<file path="src/sv/macc_pkg.sv">
// Shared types and constants for the HI:LO multiply-accumulate unit.
`default_nettype none

package macc_pkg;

    localparam int unsigned DATA_W = 32;
    localparam int unsigned ACC_W  = 64;

    localparam logic [ACC_W-1:0] SAT_MAX = 64'h7FFF_FFFF_FFFF_FFFF;
    localparam logic [ACC_W-1:0] SAT_MIN = 64'h8000_0000_0000_0000;

    typedef enum logic [2:0] {
        OP_MAC    = 3'd0,
        OP_MACS   = 3'd1,
        OP_MSAC   = 3'd2,
        OP_MSACS  = 3'd3,
        OP_MACU   = 3'd4,
        OP_MACSU  = 3'd5,
        OP_MSACU  = 3'd6,
        OP_MSACSU = 3'd7
    } t_op;

    typedef struct packed {
        logic rs_signed;
        logic rt_signed;
        logic sub;
        logic sat;
    } t_op_ctl;

    function automatic t_op_ctl decode_op(input t_op op);
        t_op_ctl ctl;
        ctl = '0;
        case (op)
            OP_MAC: begin
                ctl = '{rs_signed: 1'b1, rt_signed: 1'b1, sub: 1'b0, sat: 1'b0};
            end
            OP_MACS: begin
                ctl = '{rs_signed: 1'b1, rt_signed: 1'b1, sub: 1'b0, sat: 1'b1};
            end
            OP_MSAC: begin
                ctl = '{rs_signed: 1'b1, rt_signed: 1'b1, sub: 1'b1, sat: 1'b0};
            end
            OP_MSACS: begin
                ctl = '{rs_signed: 1'b1, rt_signed: 1'b1, sub: 1'b1, sat: 1'b1};
            end
            OP_MACU: begin
                ctl = '{rs_signed: 1'b0, rt_signed: 1'b0, sub: 1'b0, sat: 1'b0};
            end
            OP_MACSU: begin
                ctl = '{rs_signed: 1'b1, rt_signed: 1'b0, sub: 1'b0, sat: 1'b0};
            end
            OP_MSACU: begin
                ctl = '{rs_signed: 1'b0, rt_signed: 1'b0, sub: 1'b1, sat: 1'b0};
            end
            OP_MSACSU: begin
                ctl = '{rs_signed: 1'b1, rt_signed: 1'b0, sub: 1'b1, sat: 1'b0};
            end
            default: begin
                ctl = '0;
            end
        endcase
        return ctl;
    endfunction

endpackage

`default_nettype wire

</file>
<file path="src/sv/multiply_accumulate_hilo.sv">
// Top level of the HI:LO multiply-accumulate unit: operand, product and accumulator stages.
//
// Input channel: i_in_valid / o_in_ready carry one word of i_command, i_rs_value and
// i_rt_value. Output channel: o_out_valid / i_out_ready carry the updated accumulator
// as o_acc_hi and o_acc_lo, one result word for every input word, in order.
// Pipeline: operand register, 33x33 signed multiply into a product register, then one
// 64-bit add or subtract with optional signed clamp into the HI:LO accumulator, which
// is itself the output register.
// Path: an accepted word is taken into the operand register, then the product register,
// then the HI:LO accumulator. Throughput: one word per cycle while i_out_ready stays high,
// set by the accumulate loop around the HI:LO register.
// Stall: when the receiver holds i_out_ready low, the result and accumulator hold;
// earlier stages keep filling until each holds a word, then o_in_ready drops.
// Bubbles in the pipeline are squeezed out, so a stalled output does not block
// the input while a stage is empty.
// Reset (i_rst_n low, synchronous): all stages empty, accumulator cleared to zero.
`default_nettype none

module multiply_accumulate_hilo (
    input  wire logic        i_clk,
    input  wire logic        i_rst_n,
    input  wire logic        i_in_valid,
    output logic             o_in_ready,
    input  wire logic [2:0]  i_command,
    input  wire logic [31:0] i_rs_value,
    input  wire logic [31:0] i_rt_value,
    output logic             o_out_valid,
    input  wire logic        i_out_ready,
    output logic [31:0]      o_acc_hi,
    output logic [31:0]      o_acc_lo
);

    localparam int unsigned DW = macc_pkg::DATA_W;
    localparam int unsigned AW = macc_pkg::ACC_W;

    // stage enables, each stage loads when it is empty or the one after it can take a word
    logic en1, en2, en3;

    // operand stage
    logic          r_v1;
    macc_pkg::t_op r_op;
    logic [DW-1:0] r_rs;
    logic [DW-1:0] r_rt;

    // product stage
    logic              r_v2;
    macc_pkg::t_op_ctl r_ctl2;
    logic [AW-1:0]     r_prod;

    // accumulator / output stage
    logic          r_v3;
    logic [AW-1:0] r_acc;

    macc_pkg::t_op_ctl  dec_ctl;
    logic signed [DW:0]     mul_a;
    logic signed [DW:0]     mul_b;
    logic signed [2*DW+1:0] mul_p;
    logic [AW-1:0]          n_prod;

    logic [AW-1:0] add_b;
    logic [AW-1:0] sum;
    logic          ovf;
    logic [AW-1:0] n_acc;

    assign en3        = !r_v3 || i_out_ready;
    assign en2        = !r_v2 || en3;
    assign en1        = !r_v1 || en2;
    assign o_in_ready = en1;

    always_comb begin
        dec_ctl = macc_pkg::decode_op(r_op);
        mul_a   = {dec_ctl.rs_signed & r_rs[DW-1], r_rs};
        mul_b   = {dec_ctl.rt_signed & r_rt[DW-1], r_rt};
        mul_p   = mul_a * mul_b;
        n_prod  = mul_p[AW-1:0];
    end

    // subtract as add of the inverted product with carry in
    always_comb begin
        add_b = r_ctl2.sub ? ~r_prod : r_prod;
        sum   = r_acc + add_b + {{(AW-1){1'b0}}, r_ctl2.sub};
        ovf   = r_ctl2.sat && (r_acc[AW-1] == add_b[AW-1]) && (sum[AW-1] != r_acc[AW-1]);
        if (ovf) begin
            n_acc = r_acc[AW-1] ? macc_pkg::SAT_MIN : macc_pkg::SAT_MAX;
        end else begin
            n_acc = sum;
        end
    end

    always_ff @(posedge i_clk) begin
        if (!i_rst_n) begin
            r_v1 <= 1'b0;
            r_v2 <= 1'b0;
            r_v3 <= 1'b0;
            r_acc <= '0;
        end else begin
            if (en1) begin
                r_v1 <= i_in_valid;
            end
            if (en2) begin
                r_v2 <= r_v1;
            end
            if (en3) begin
                r_v3 <= r_v2;
                if (r_v2) begin
                    r_acc <= n_acc;
                end
            end
        end
    end

    always_ff @(posedge i_clk) begin
        if (en1 && i_in_valid) begin
            r_op <= macc_pkg::t_op'(i_command);
            r_rs <= i_rs_value;
            r_rt <= i_rt_value;
        end
        if (en2 && r_v1) begin
            r_ctl2 <= dec_ctl;
            r_prod <= n_prod;
        end
    end

    assign o_out_valid = r_v3;
    assign o_acc_hi    = r_acc[AW-1:DW];
    assign o_acc_lo    = r_acc[DW-1:0];

`ifndef ASSERT_OFF
    a_reset_clears: assert property (@(posedge i_clk)
        !i_rst_n |=> (!o_out_valid && r_acc == '0))
        else $error("reset left a result pending or the accumulator nonzero");

    a_acc_only_on_update: assert property (@(posedge i_clk) disable iff (!i_rst_n)
        !(r_v2 && en3) |=> $stable(r_acc))
        else $error("accumulator moved without a product entering");

    a_bubble_takes_input: assert property (@(posedge i_clk) disable iff (!i_rst_n)
        (!r_v1 || !r_v2 || !r_v3) |-> o_in_ready)
        else $error("input stalled while a stage was empty");

    a_sat_clamps: assert property (@(posedge i_clk) disable iff (!i_rst_n)
        (r_v2 && en3 && ovf) |=>
            (r_acc == macc_pkg::SAT_MAX || r_acc == macc_pkg::SAT_MIN))
        else $error("saturating overflow did not clamp");

    a_result_follows_product: assert property (@(posedge i_clk) disable iff (!i_rst_n)
        (r_v2 && en3) |=> o_out_valid)
        else $error("product entered but no result shown");
`endif

endmodule

`default_nettype wire

</file>
<file path="config.mk">
export PLATFORM = sky130hd
export DESIGN_NAME = multiply_accumulate_hilo
export DESIGN_NICKNAME = d
export VERILOG_FILES = /design/src/sv/macc_pkg.sv /design/src/sv/multiply_accumulate_hilo.sv
export SDC_FILE = /design/constraint.sdc
export NUM_CORES = 2
export LEC_CHECK = 0
export BUFFER_PORTS_ARGS = -buffer_cell sky130_fd_sc_hd__buf_2
export CORE_AREA = 2 2 259 325
export CTS_CLUSTER_DIAMETER = 120
export DETAILED_ROUTE_END_ITERATION = 8
export DIE_AREA = 0 0 261 327
export HOLD_SLACK_MARGIN = 0.15
export PLACE_DENSITY = 0.82
export RECOVER_POWER = 25
export SYNTH_ARGS = -nofsm -noshare
export SYNTH_HDL_FRONTEND = slang
export SYNTH_SLANG_ARGS = --single-unit
</file>
<file path="constraint.sdc">
create_clock -name i_clk -period 7.9 [get_ports i_clk]
set_input_delay 1.185 -clock i_clk [delete_from_list [all_inputs] [get_ports i_clk]]
set_output_delay 1.185 -clock i_clk [all_outputs]
set_load 0.05 [all_outputs]
</file>
# Word level (Yosys, flattened, before mapping)
# Memories as Yosys holds them, arrays and structs flattened. A register that Yosys moved wholly into a read port is not among the register bits.
# Cells that the tools add are included.
# op_classes
add_sub_neg,2
mul,1
eq_ne,2
mux,4
bitwise_logic,3
reduce_logical,11
# ops
op,count
$mux W64,3
$add A64 B1 Y64,1
$add A64 B64 Y64,1
$mul A33 B33 Y64,1
$not A64 Y64,1
$logic_and A1 B1 Y1,4
$logic_not A1 Y1,3
$logic_or A1 B1 Y1,3
$mux W3,1
$and A1 B1 Y1,2
$reduce_and A2 Y1,1
$eq A1 B1 Y1,1
$ne A1 B1 Y1,1
# word_totals
regBits,200
mem_bits_ro,32
input_bits,71
out_inout_bits,66
word_cells,34
mem_count,1
# mem_list
name,depth,width,rd,rd_ports_with_merged_regs,write_ports,line_no,text
(no name shown),8,4,1,1,0,macc_pkg.sv:33,case (op)

# Depth between registers and ports, before layout
# logic_depth
word_depth,7
mapped_depth,30
depth_no_buf,28

# Least setup slack after synthesis
# No wires, ideal clock.
# synth_path
kind,reg-to-reg
startpoint,reg r_rs[31]
endpoint,"reg r_prod[55], data pin"
setup_ns,0.266
t_arrival_ns,7.701
t_required_ns,7.634
path_slack_ns,-0.067
path_stages_with_launch,28
n_path_buf,2
period_less_slack_ns,7.967
cell_sequence,edfxtp_1 and2_0 clkbuf_1 nand2_1 inv_1 fa_1 fa_1 fa_1 inv_1 fa_1 inv_1 fa_1 fa_1 fa_1 inv_1 fa_1 inv_1 ha_1 clkbuf_1 a21oi_1 o211ai_1 a221o_1 nor3_1 and3b_1 o31ai_4 a31oi_1 o21ai_0 xor2_1
# synth_between
elab_chain_cells,2
# synth_rtl
element,line_no,text
from (decl),multiply_accumulate_hilo.sv:42,logic [DW-1:0] r_rs;
from (signal assigned),multiply_accumulate_hilo.sv:115,r_rs <= i_rs_value;
$and A1 B1 Y1,multiply_accumulate_hilo.sv:72,"mul_a = {dec_ctl.rs_signed & r_rs[DW-1], r_rs};"
$mul A33 B33 Y64 *,multiply_accumulate_hilo.sv:74,mul_p = mul_a * mul_b;
named net mul_p[55],multiply_accumulate_hilo.sv:57,logic signed [2*DW+1:0] mul_p;
to (signal assigned),multiply_accumulate_hilo.sv:120,r_prod <= n_prod;
to (decl),multiply_accumulate_hilo.sv:48,logic [AW-1:0] r_prod;
# The timed path passes the listed nets; every way through them passes the cells marked *.
# A chain may end at the register's enable or synchronous reset.

# Worst setup path in the final report
# layout_path
startpoint,reg r_rs[31]
endpoint,"reg r_prod[43], data pin"
# The elaborated chain is that of the path after synthesis.

==> results.md <==
* Status: finished, violations left
* Failing checks: max-capacitance violations, max-slew violations
* Die height at 327 um
* Clk slew on worst S/H paths at 70 ps
* GRT overflow at 0
* RR Startpoint: r_rs[31]$_DFFE_PP_
* Crit. End Element: register
* Clk root buf: clkbuf_16
* Hold Crit Depth at 0
* Critical Path Source Type: register
* Required @ worst endpoint at 8220 ps
* Die width at 261 um
* Die footprint at 0.08535 mm2
* Hold_ws at 404.3 ps
* Worst path max stage delay at 620 ps
* First-pass GRT wire length at 209,200 um
* Maxcap violations at 2
* Post-synth EDFFs at 133
* Clock skew at 28.57 ps
* Clock Sinks at 204
* Final Setup Violations at 0
* Hold path endpoint: r_ctl2[0]$_DFFE_PP_
* Hold_sp: dec_ctl[0]$_SDFF_PP0_
* Worst R2R End: r_prod[43]$_DFFE_PP_
* Max Fanout on Critical Path at 6
* Layout cells sized above 1 at 10.45%
* Final non-filler cell total at 6,400
* Yosys warns at 0
* Number of global-route vias before repair at 40,350
* Slew Limit Fails at 130
* CTS Buf Count at 25
* CP most frequent cell: fa_1
* # IOs at 137
* CTS tree: built
* DRT antenna net count at 0
* Detailed Route WL at 131,200 um
* R2R depth at 25
* Placed instance count at 6,320
* Post-Syn Area per Cell at 9.429 um2
* Reg-to-reg slack, setup at 130 ps
* Slowest-stage cell, CP: fa_2
* P&R area growth vs syn at 9.070%
* Top delay family on crit path: adder cells
* Worst-skew pair later-pin latency at 600 ps
* Detailed-route via count at 36,850
* Final period util at 98.30%
* First-pass DRT Iterations at 5
* Final Cell Area at 0.05335 mm2
* Largest net degree at the start of global routing at 67
* RD Place Congestion at 0.9649
* DRC at 0
* Reg area at 0.005416 mm2
* Ys async rst share at 0%
* Yosys reg bits at 204
* Hold Crit Class: register to register
* Multi-input gate area at 0.03859 mm2
* IO Port Bufs at 136
* Fmax at 128.8 MHz
* Filler Cells Inserted at 6,352
* Clk buf depth at 3
* HPWL Detailed at 106,300 um
* Slew of the pin with the lowest slew margin at 3820 ps
* Nets at 6,771
* Final Hold Fails at 0
* Mapped Nets at 6,659
* Number of H-tree levels at 1
* Initial antenna violation count at 1
* 1st-iter DRT viols at 2,859
* WS Path Type: register to register
* Avg WL per Cell at 20.50 um
* Syn Inst Count at 5,188
* Area after DPL at 0.05174 mm2
* Ys flop type: edfxtp_1
* Vias per inst at 5.757
* Total GRT Usage at 31.34%
* Unique masters post-synth at 84
* Starting Density at 59.38%
* Crit. path cell count at 25
* Max-slew headroom at -154.6%
* Worst path arrival time at 8090 ps
* CTS Hold Buffers Added at 0
* RSZ-0062 raised after global routing: yes
* Tmin final at 7766 ps
* # rows at 118
* Register area share after synthesis at 11.07%
* Worst Path Buf+Inv at 6
* Post-Syn Area at 0.04892 mm2
* Core Area at 0.08238 mm2
worst max path at each step:
| stage | from | to | slack, ps |
|---|---|---|---|
| finish | r_rs[31]$_DFFE_PP_ | r_prod[43]$_DFFE_PP_ | 130 |
| global route | r_rs[31]$_DFFE_PP_ | r_prod[63]$_DFFE_PP_ | -110 |
| floorplan | r_rs[31]$_DFFE_PP_ | r_prod[55]$_DFFE_PP_ | 40 |
| CTS | r_rs[31]$_DFFE_PP_ | r_prod[63]$_DFFE_PP_ | 0.6 |
| global placement | r_rs[27]$_DFFE_PP_ | r_prod[62]$_DFFE_PP_ | -10 |
| detailed placement | r_rt[3]$_DFFE_PP_ | r_prod[61]$_DFFE_PP_ | -110 |
what timing repair did:
item                       CTS  global route
gates cloned                 0             3
setup endpoints to repair   10            21
setup buffers                1            29
pin swaps                    1            68
gates resized for setup     11           130
registers in the layout, indices dropped and copies added (netlist names):
register / flops
dec_ctl: 4
o_out_valid: 1
r_acc: 64
r_ctl2: 2
r_op: 3
r_prod: 64
r_rs: 32
r_rt: 32
r_v1: 1
r_v2: 1
per-stage QoR:
step | worst slack (ps) | setup TNS, ps | util [%]
global route | -107.8 | -641.1 | 64.76
global placement | -10.26 | -12.65 | 62.81
CTS | 0.5871 | 0 | 63.85
finish | 134.3 | 0 | 64.76
floorplan | 40.63 | 0 | -
detailed placement | -113.5 | -556.6 | 62.81
cell type report:
type	count	share of cell area, %
well taps	1080	2.533
diodes	1	0.004690
flip-flops and latches	204	10.15
multi-input cells	3581	72.32
clock buffers	28	1.212
repair buffers	354	5.464
clock inverters	18	0.3213
inverters	1134	7.992
cells by family after synthesis:
logic type / synth area share (%)
compound gates: 6.850
xor+xnor: 3.599
fa+ha+maj: 53.09
buf+inv: 10.91
flops: 11.07
mux: 0.1714
simple gates: 14.31
layout by cell type, fill, tap and decap left out, types with 7 or more instances in the layout:
cell type,n
inv_1,1120
fa_1,1109
nand2_1,753
and2_1,377
ha_1,265
a21oi_1,225
buf_4,148
edfxtp_1,133
buf_2,120
xnor2_1,102
nor2_1,101
xor2_1,98
dfxtp_1,70
a21o_1,67
o21ai_0,62
nand3_2,41
buf_12,38
clkbuf_16,28
nand3_1,27
nand4_1,26
and3_1,26
buf_6,25
a21oi_2,23
clkbuf_1,21
o21bai_1,17
fa_2,17
nor2b_1,14
a31oi_1,14
o21a_1,13
nor3_1,13
o211ai_1,12
o31ai_1,11
o22ai_1,10
or2_2,10
inv_2,10
nand2b_1,8
ha_4,8
o21ai_1,7
cell usage after synthesis, drive strengths merged (19+ instances only):
library cell | n | area, um2
buf | 35 | 202.7
a21oi | 248 | 1290
nand3 | 68 | 540.5
o21ai | 73 | 365.3
and3 | 27 | 168.9
xnor2 | 103 | 902.1
o21bai | 19 | 142.6
dfxtp | 71 | 1421
fa | 1126 | 22540
a21o | 67 | 503.0
nand2 | 760 | 2853
xor2 | 98 | 858.3
clkbuf | 234 | 879.6
inv | 1134 | 4257
and2 | 380 | 2377
nand4 | 27 | 175.2
edfxtp | 133 | 3994
nor2 | 104 | 392.9
ha | 274 | 3428
per-layer routing:
layer / GRT usage, % / share of wire (%) / vias up
met5: 0 / 0.0091 / -
met4: 14.41 / 5.8 / 2
met3: 5.486 / 8.3 / 529
met2: 53.94 / 50 / 1887
met1: 38.49 / 36 / 18650
li1: - / - / 15780
Power is left out: the tool's default activity adds up to more than one toggle a clock period on the data nets, which glitch-free logic cannot reach.
